$ cat src/design/cfba_pkg.sv
// ---------------------------------------------------------------------------
// cfba_pkg
// Shared types and constants for the cached fixed block allocator: field
// widths, command codes, controller states and the controller/datapath links.
// ---------------------------------------------------------------------------
`default_nettype none

package cfba_pkg;

    // Fixed field widths of the request and result transfers.
    localparam int IDX_W = 10;
    localparam int REQ_W = 3;

    // Request command codes.
    localparam logic CMD_ALLOC = 1'b0;
    localparam logic CMD_FREE  = 1'b1;

    // Result status codes.
    localparam logic STATUS_OK        = 1'b0;
    localparam logic STATUS_EXHAUSTED = 1'b1;

    // Controller states.
    typedef enum logic [2:0] {
        ST_IDLE,
        ST_DECIDE,
        ST_POP,
        ST_REFILL,
        ST_SLAB,
        ST_SPILL
    } state_t;

    // Source of the result registers.
    typedef enum logic [1:0] {
        RES_ZERO,
        RES_FAIL,
        RES_READ
    } res_sel_t;

    // Commands from the controller to the datapath.
    typedef struct packed {
        logic     accept;
        logic     pop;
        logic     push;
        logic     cnt_set_batch;
        logic     cnt_set_spill;
        logic     gcount_dec;
        logic     gcount_inc;
        logic     slabs_inc;
        logic     step_clr;
        logic     step_inc;
        logic     grefill;
        logic     slab_fill;
        logic     spill;
        logic     res_load;
        res_sel_t res_sel;
    } dp_cmd_t;

    // Status from the datapath to the controller.
    typedef struct packed {
        logic req_valid;
        logic is_free;
        logic cnt_zero;
        logic cnt_full;
        logic gc_zero;
        logic gc_full;
        logic slabs_left;
        logic step_end;
        logic step_last;
    } dp_stat_t;

endpackage

`default_nettype wire

$ cat src/design/cfba_ctrl.sv
// ---------------------------------------------------------------------------
// cfba_ctrl
// Controller state machine: decides each request's path and sequences the
// batch refill, slab fill and spill transfers in the datapath.
// ---------------------------------------------------------------------------
`default_nettype none

module cfba_ctrl (
    input  wire logic               clk,
    input  wire logic               rst_n,
    input  wire logic               start,
    output logic                    busy,
    input  wire cfba_pkg::dp_stat_t stat,
    output cfba_pkg::dp_cmd_t       ctl
);

    import cfba_pkg::*;

    state_t state_reg;
    state_t state_next;
    logic   accept;

    // A request is taken while idle or while the pop result is loaded.
    assign busy   = !((state_reg == ST_IDLE) || (state_reg == ST_POP));
    assign accept = start && !busy;

    // State register.
    always_ff @(posedge clk or negedge rst_n)
    begin
        if (!rst_n)
        begin
            state_reg <= ST_IDLE;
        end
        else
        begin
            state_reg <= state_next;
        end
    end

    // Next state.
    always_comb
    begin
        state_next = state_reg;
        unique case (state_reg)
            ST_IDLE:
            begin
                if (accept)
                begin
                    state_next = ST_DECIDE;
                end
            end
            ST_DECIDE:
            begin
                if (!stat.req_valid)
                begin
                    state_next = ST_IDLE;
                end
                else if (!stat.is_free)
                begin
                    if (!stat.cnt_zero)
                    begin
                        state_next = ST_POP;
                    end
                    else if (!stat.gc_zero)
                    begin
                        state_next = ST_REFILL;
                    end
                    else if (stat.slabs_left)
                    begin
                        state_next = ST_SLAB;
                    end
                    else
                    begin
                        state_next = ST_IDLE;
                    end
                end
                else if (stat.cnt_full && !stat.gc_full)
                begin
                    state_next = ST_SPILL;
                end
                else
                begin
                    state_next = ST_IDLE;
                end
            end
            ST_POP:
            begin
                state_next = accept ? ST_DECIDE : ST_IDLE;
            end
            ST_REFILL:
            begin
                if (stat.step_end)
                begin
                    state_next = ST_DECIDE;
                end
            end
            ST_SLAB:
            begin
                if (stat.step_last)
                begin
                    state_next = ST_DECIDE;
                end
            end
            ST_SPILL:
            begin
                if (stat.step_end)
                begin
                    state_next = ST_IDLE;
                end
            end
            default:
            begin
                state_next = ST_IDLE;
            end
        endcase
    end

    // Datapath commands.
    always_comb
    begin
        ctl        = '0;
        ctl.accept = accept;
        unique case (state_reg)
            ST_IDLE:
            begin
            end
            ST_DECIDE:
            begin
                if (!stat.req_valid)
                begin
                    ctl.res_load = 1'b1;
                    ctl.res_sel  = RES_ZERO;
                end
                else if (!stat.is_free)
                begin
                    if (!stat.cnt_zero)
                    begin
                        ctl.pop = 1'b1;
                    end
                    else if (!stat.gc_zero)
                    begin
                        ctl.gcount_dec = 1'b1;
                        ctl.step_clr   = 1'b1;
                    end
                    else if (stat.slabs_left)
                    begin
                        ctl.step_clr = 1'b1;
                    end
                    else
                    begin
                        ctl.res_load = 1'b1;
                        ctl.res_sel  = RES_FAIL;
                    end
                end
                else if (stat.cnt_full && stat.gc_full)
                begin
                    // Local stack and global store full: the freed index is dropped.
                    ctl.res_load = 1'b1;
                    ctl.res_sel  = RES_ZERO;
                end
                else if (stat.cnt_full)
                begin
                    ctl.push     = 1'b1;
                    ctl.step_clr = 1'b1;
                end
                else
                begin
                    ctl.push     = 1'b1;
                    ctl.res_load = 1'b1;
                    ctl.res_sel  = RES_ZERO;
                end
            end
            ST_POP:
            begin
                ctl.res_load = 1'b1;
                ctl.res_sel  = RES_READ;
            end
            ST_REFILL:
            begin
                ctl.grefill = 1'b1;
                if (stat.step_end)
                begin
                    ctl.cnt_set_batch = 1'b1;
                end
                else
                begin
                    ctl.step_inc = 1'b1;
                end
            end
            ST_SLAB:
            begin
                ctl.slab_fill = 1'b1;
                ctl.step_inc  = 1'b1;
                if (stat.step_last)
                begin
                    ctl.slabs_inc     = 1'b1;
                    ctl.cnt_set_batch = 1'b1;
                end
            end
            ST_SPILL:
            begin
                ctl.spill = 1'b1;
                if (stat.step_end)
                begin
                    ctl.gcount_inc    = 1'b1;
                    ctl.cnt_set_spill = 1'b1;
                    ctl.res_load      = 1'b1;
                    ctl.res_sel       = RES_ZERO;
                end
                else
                begin
                    ctl.step_inc = 1'b1;
                end
            end
            default:
            begin
            end
        endcase
    end

    // The pop result is always preceded by the decision cycle that read it.
    assert property (@(posedge clk) disable iff (!rst_n)
        (state_reg == ST_POP) |-> ($past(state_reg) == ST_DECIDE))
        else $error("pop result without a preceding decision");

    // An accepted request is decided in the next cycle.
    assert property (@(posedge clk) disable iff (!rst_n)
        accept |=> (state_reg == ST_DECIDE))
        else $error("accepted request not decided");

    // A spill only runs while the global store has room for the batch.
    assert property (@(posedge clk) disable iff (!rst_n)
        (state_reg == ST_SPILL) |-> !stat.gc_full)
        else $error("spill into a full global store");

endmodule

`default_nettype wire

$ cat config.mk
export PLATFORM = sky130hd
export DESIGN_NAME = cfba_ctrl
export DESIGN_NICKNAME = d
export VERILOG_FILES = /design/src/design/cfba_pkg.sv /design/src/design/cfba_ctrl.sv
export SDC_FILE = /design/constraint.sdc
export NUM_CORES = 1
export LEC_CHECK = 0
export BUFFER_PORTS_ARGS = -buffer_cell sky130_fd_sc_hd__buf_2
export CAP_MARGIN = 20
export CORE_AREA = 5 5 42 44
export CTS_CLUSTER_SIZE = 25
export DETAILED_ROUTE_END_ITERATION = 8
export DIE_AREA = 0 0 47 49
export GPL_TIMING_DRIVEN = 0
export PLACE_DENSITY = 0.61
export SYNTH_ARGS = -nofsm -noshare
export SYNTH_HDL_FRONTEND = slang
export SYNTH_SLANG_ARGS = --single-unit
$ cat constraint.sdc
create_clock -name clk -period 2.1 [get_ports clk]
set_input_delay 0.315 -clock clk [delete_from_list [all_inputs] [get_ports clk]]
set_output_delay 0.315 -clock clk [all_outputs]
set_load 0.005 [all_outputs]
==> impl_metrics.prom <==
# TYPE chip_impl_metric gauge
chip_impl_info{name="outcome",value="finished, final reports clean"} 1
chip_impl_metric{name="grt_pass1_wl",unit="um"} 1821
chip_impl_info{name="synth.area.top_cells",value="sky130_fd_sc_hd__dfrtp_1 21%, sky130_fd_sc_hd__nor2_1 8.2%, sky130_fd_sc_hd__inv_1 7.2%, sky130_fd_sc_hd__a21oi_1 6.9%, sky130_fd_sc_hd__nor3_1 5.5%"} 1
chip_impl_metric{name="synth_cell_types",unit=""} 22
chip_impl_metric{name="dp_slack",unit="ns"} 0.5680
chip_impl_metric{name="grt_max_degree",unit=""} 11
chip_impl_info{name="r2r-start",value="state_reg[2]"} 1
chip_impl_info{name="timing.critical_path.slowest_stage_cell",value="sky130_fd_sc_hd__dfrtp_1"} 1
chip_impl_info{name="setup_cp_type",value="flip-flop to output pin"} 1
chip_impl_metric{name="routed_via_density",unit=""} 4.604
chip_impl_metric{name="hold_viol_final",unit=""} 0
chip_impl_metric{name="minimum_clock_period",unit="ns"} 1.782
chip_impl_info{name="yosysMostFrequentCell",value="sky130_fd_sc_hd__nor2_1"} 1
chip_impl_metric{name="postSynthNetCount",unit=""} 69
chip_impl_metric{name="synth_edf_count",unit=""} 0
chip_impl_metric{name="worst_slack",unit="ns"} 0.3182
chip_impl_metric{name="postRouteAntennaNets",unit=""} 0
chip_impl_info{name="critPathTopFamily",value="simple AND/OR/NAND/NOR gates"} 1
chip_impl_metric{name="chipHeight",unit="um"} 49
chip_impl_info{name="synth.largest_area_cell",value="sky130_fd_sc_hd__dfrtp_1"} 1
chip_impl_metric{name="slew_violations",unit=""} 0
chip_impl_metric{name="detailed_router_iteration_count_before_antenna_repair",unit=""} 4
chip_impl_metric{name="synth_top_area_share",unit="%"} 20.62
chip_impl_info{name="worstSetupEndpointType",value="output pin"} 1
chip_impl_metric{name="largest_register_ff_count",unit=""} 3
chip_impl_metric{name="core.rowCount",unit=""} 14
chip_impl_metric{name="grt_antenna_before_repair",unit=""} 0
chip_impl_metric{name="post_layout_net_count",unit=""} 103
chip_impl_metric{name="powerDensity",unit="mW/mm^2"} 909.9
chip_impl_info{name="class_of_the_most_critical_hold_timing_path",value="input pin to flip-flop"} 1
chip_impl_metric{name="clock_path_buffers",unit=""} 2
chip_impl_info{name="reg2reg_to",value="state_reg[0]"} 1
chip_impl_metric{name="final_cell_area",unit="sq um"} 560.5
chip_impl_metric{name="drc_violations",unit=""} 0
chip_impl_metric{name="finalWeightedCongestion",unit=""} 0.7228
chip_impl_metric{name="whs",unit="ns"} 0.3749
chip_impl_metric{name="cts_htree_levels",unit=""} 1
chip_impl_metric{name="floorplan.initialDensity",unit="%"} 25.98
chip_impl_info{name="critPathLaunchType",value="flip-flop"} 1
chip_impl_metric{name="tightest_slew_margin_relative_to_the_limit",unit="%"} 83.60
chip_impl_metric{name="synthAdderAreaFrac",unit="%"} 0
chip_impl_metric{name="compound_gate_portion_of_the_synthesized_area",unit="%"} 27.15
chip_impl_metric{name="overflow",unit=""} 0
chip_impl_metric{name="path_buf_inv",unit=""} 1
chip_impl_metric{name="muxShareOfSynthArea",unit="%"} 0
chip_impl_metric{name="cts_sinks",unit=""} 3
chip_impl_metric{name="postSynthCellCount",unit=""} 57
chip_impl_metric{name="global_route.usage.met1",unit="%"} 12.61
chip_impl_info{name="tritoncts",value="built"} 1
chip_impl_metric{name="post_detailed_routing_wire_length",unit="um"} 1042
chip_impl_metric{name="setup-tns-final",unit="ns"} 0
chip_impl_info{name="rsz0062_at_grt",value="false"} 1
chip_impl_metric{name="synth_warnings",unit=""} 0
chip_impl_metric{name="port_buffers",unit=""} 28
chip_impl_info{name="largest_family_of_logic_cells_by_synthesized_area",value="simple AND/OR/NAND/NOR gates"} 1
chip_impl_metric{name="timing.max_cap.violations",unit=""} 0
chip_impl_metric{name="cp_data_required_time",unit="ns"} 1.78
chip_impl_info{name="crit_start",value="state_reg[2]"} 1
chip_impl_metric{name="fmaxAchievable",unit="GHz"} 0.5612
chip_impl_metric{name="fin_skew",unit="ns"} 0.006437
chip_impl_metric{name="post_cts_buffers",unit=""} 0
chip_impl_metric{name="worst_pin_slew",unit="ns"} 0.2434
chip_impl_metric{name="area_delta_synth_final",unit="%"} 53.95
chip_impl_metric{name="crit_path_max_fanout",unit=""} 8
chip_impl_metric{name="post_dp_cell_area",unit="sq um"} 524.3
chip_impl_metric{name="vias",unit=""} 488
chip_impl_info{name="worstPathCellList",value="and4bb_2 -> nand2_1 -> nor3b_1 -> buf_2"} 1
chip_impl_metric{name="tritoncts.num_buffers",unit=""} 3
chip_impl_metric{name="placeableCoreArea",unit="sq mm"} 0.001401
chip_impl_metric{name="synth_sequential_area_ratio",unit="%"} 20.62
chip_impl_metric{name="fp.dieW",unit="um"} 47
chip_impl_metric{name="reg2reg_setup_slack",unit="ns"} 0.92
chip_impl_metric{name="dieArea",unit="sq mm"} 0.002303
chip_impl_metric{name="drive_above_1_share",unit="%"} 40.00
chip_impl_metric{name="avgSynthCellArea",unit="sq um"} 6.388
chip_impl_metric{name="clock_insertion_delay_worst_skew",unit="ns"} 0.24
chip_impl_metric{name="drt-wirelength-per-cell",unit="um"} 9.830
chip_impl_info{name="yosys_most_used_dff",value="sky130_fd_sc_hd__dfrtp_1"} 1
chip_impl_metric{name="first_global_vias",unit=""} 463
chip_impl_info{name="global_route.peak_usage_layer",value="met2"} 1
chip_impl_metric{name="antenna-diode-count",unit=""} 0
chip_impl_metric{name="cts.clk_slew.worst_paths",unit="ns"} 0.04
chip_impl_metric{name="setup_viol",unit=""} 0
chip_impl_metric{name="post_synthesis_xor_xnor_area_fraction",unit="%"} 0
chip_impl_metric{name="post_synth_and_or_nand_nor_area_fraction",unit="%"} 39.52
chip_impl_metric{name="critical_path_arrival",unit="ns"} 1.47
chip_impl_metric{name="ys_seq_elements",unit=""} 3
chip_impl_metric{name="post-dp-hpwl",unit="um"} 858.4
chip_impl_metric{name="p_total",unit="mW"} 0.5100
chip_impl_metric{name="netlist_area",unit="sq um"} 364.1
chip_impl_metric{name="total_leakage_power",unit="nW"} 0.3375
chip_impl_metric{name="groute.layer.met3.usage",unit="%"} 2.214
chip_impl_metric{name="synthArstFlopShare",unit="%"} 100.0
chip_impl_metric{name="timing.critical_path.depth",unit=""} 4
chip_impl_info{name="cts_root_buffer",value="sky130_fd_sc_hd__clkbuf_4"} 1
chip_impl_metric{name="detail_route.iter0.violations",unit=""} 9
chip_impl_info{name="termination_of_the_worst_setup_path",value="ctl[10]"} 1
chip_impl_metric{name="io-pin-count",unit=""} 29
chip_impl_metric{name="min_period_over_period",unit="%"} 84.85
chip_impl_info{name="netlist_top_cells_count",value="8 x sky130_fd_sc_hd__nor2_1, 7 x sky130_fd_sc_hd__inv_1, 5 x sky130_fd_sc_hd__a21oi_1, 5 x sky130_fd_sc_hd__nand2_1, 4 x sky130_fd_sc_hd__nor3_1"} 1
chip_impl_metric{name="grt.total_usage",unit="%"} 10.59
chip_impl_metric{name="maximum_single_stage_delay_on_the_critical_path",unit="ns"} 0.43
chip_impl_metric{name="worstRegToRegCells",unit=""} 4
chip_impl_metric{name="vdd.ir_drop.worst",unit="mV"} 0.3368
chip_impl_metric{name="global_route.usage.met2",unit="%"} 16.29
[layout make-up]
class                           instances  area, sq um
Sequential cell                         3        75.07
Clock buffer                            4        26.28
Multi-Input combinational cell         44        242.7
Fill cell                             166        840.8
Inverter                                7        26.28
Tap cell                               16        20.02
Buffer                                  3        20.02
Timing Repair Buffer                   29        150.1
[power breakdown]
group / switching, mW / internal, mW
Sequential: 0.0220 / 0.0787
Combinational: 0.156 / 0.149
Clock: 0.0328 / 0.0714
[logic make-up (layout without fill, tap and decap cells)]
family	count (synthesis)	in the layout
DFF	3	3
buffers and inverters	10	43
AOI/OAI and AO/OA	16	16
and+or+nand+nor	28	28
[cell usage in the layout (no fill, tap or decap)]
| master | n |
|---|---|
| sky130_fd_sc_hd__a21oi_1 | 5 |
| sky130_fd_sc_hd__buf_4 | 2 |
| sky130_fd_sc_hd__dlygate4sd3_1 | 1 |
| sky130_fd_sc_hd__o22ai_1 | 3 |
| sky130_fd_sc_hd__o21bai_1 | 1 |
| sky130_fd_sc_hd__inv_1 | 7 |
| sky130_fd_sc_hd__o21ai_2 | 1 |
| sky130_fd_sc_hd__nor2b_1 | 2 |
| sky130_fd_sc_hd__buf_2 | 29 |
| sky130_fd_sc_hd__o21ai_0 | 3 |
| sky130_fd_sc_hd__and2_1 | 3 |
| sky130_fd_sc_hd__and4bb_2 | 1 |
| sky130_fd_sc_hd__clkbuf_4 | 3 |
| sky130_fd_sc_hd__clkbuf_1 | 1 |
| sky130_fd_sc_hd__nor3_1 | 4 |
| sky130_fd_sc_hd__o211ai_1 | 1 |
| sky130_fd_sc_hd__nand2_1 | 5 |
| sky130_fd_sc_hd__nand3_1 | 1 |
| sky130_fd_sc_hd__dfrtp_1 | 3 |
| sky130_fd_sc_hd__and3_1 | 1 |
| sky130_fd_sc_hd__nand2b_1 | 2 |
| sky130_fd_sc_hd__nor2_1 | 8 |
| sky130_fd_sc_hd__a21o_1 | 1 |
| sky130_fd_sc_hd__a2bb2oi_1 | 1 |
| sky130_fd_sc_hd__nor3b_1 | 1 |
[layer usage]
layer  up-vias  wire (um)
met2        20        528
met4         0         18
met1       206        430
met5         -          0
li1        260          -
met3         2         65
[metrics by stage]
step	util (%)	cells
final	40.00	106
after global placement	37.41	101
after floorplan	-	57
after global routing	40.00	106
after detailed placement	37.41	101
after CTS	40.00	106
[worst min path at each step]
| stage | slack (ns) | start | end | cells after the start |
|---|---|---|---|---|
| after global placement | 0.11 | rst_n | state_reg[1] | 1 |
| after detailed placement | 0.11 | rst_n | state_reg[2] | 1 |
| after global routing | 0.36 | stat[1] | state_reg[1] | 2 |
| after CTS | 0.36 | stat[1] | state_reg[1] | 2 |
| after floorplan | 0.02 | rst_n | state_reg[0] | 0 |
| final | 0.37 | stat[1] | state_reg[1] | 2 |
[timing repair]
item,4_1_cts,5_1_grt
hold endpoints to repair,3,0
hold buffers,1,0
gates resized for setup,0,0
Note: power is estimated with default switching activity, not from simulation.
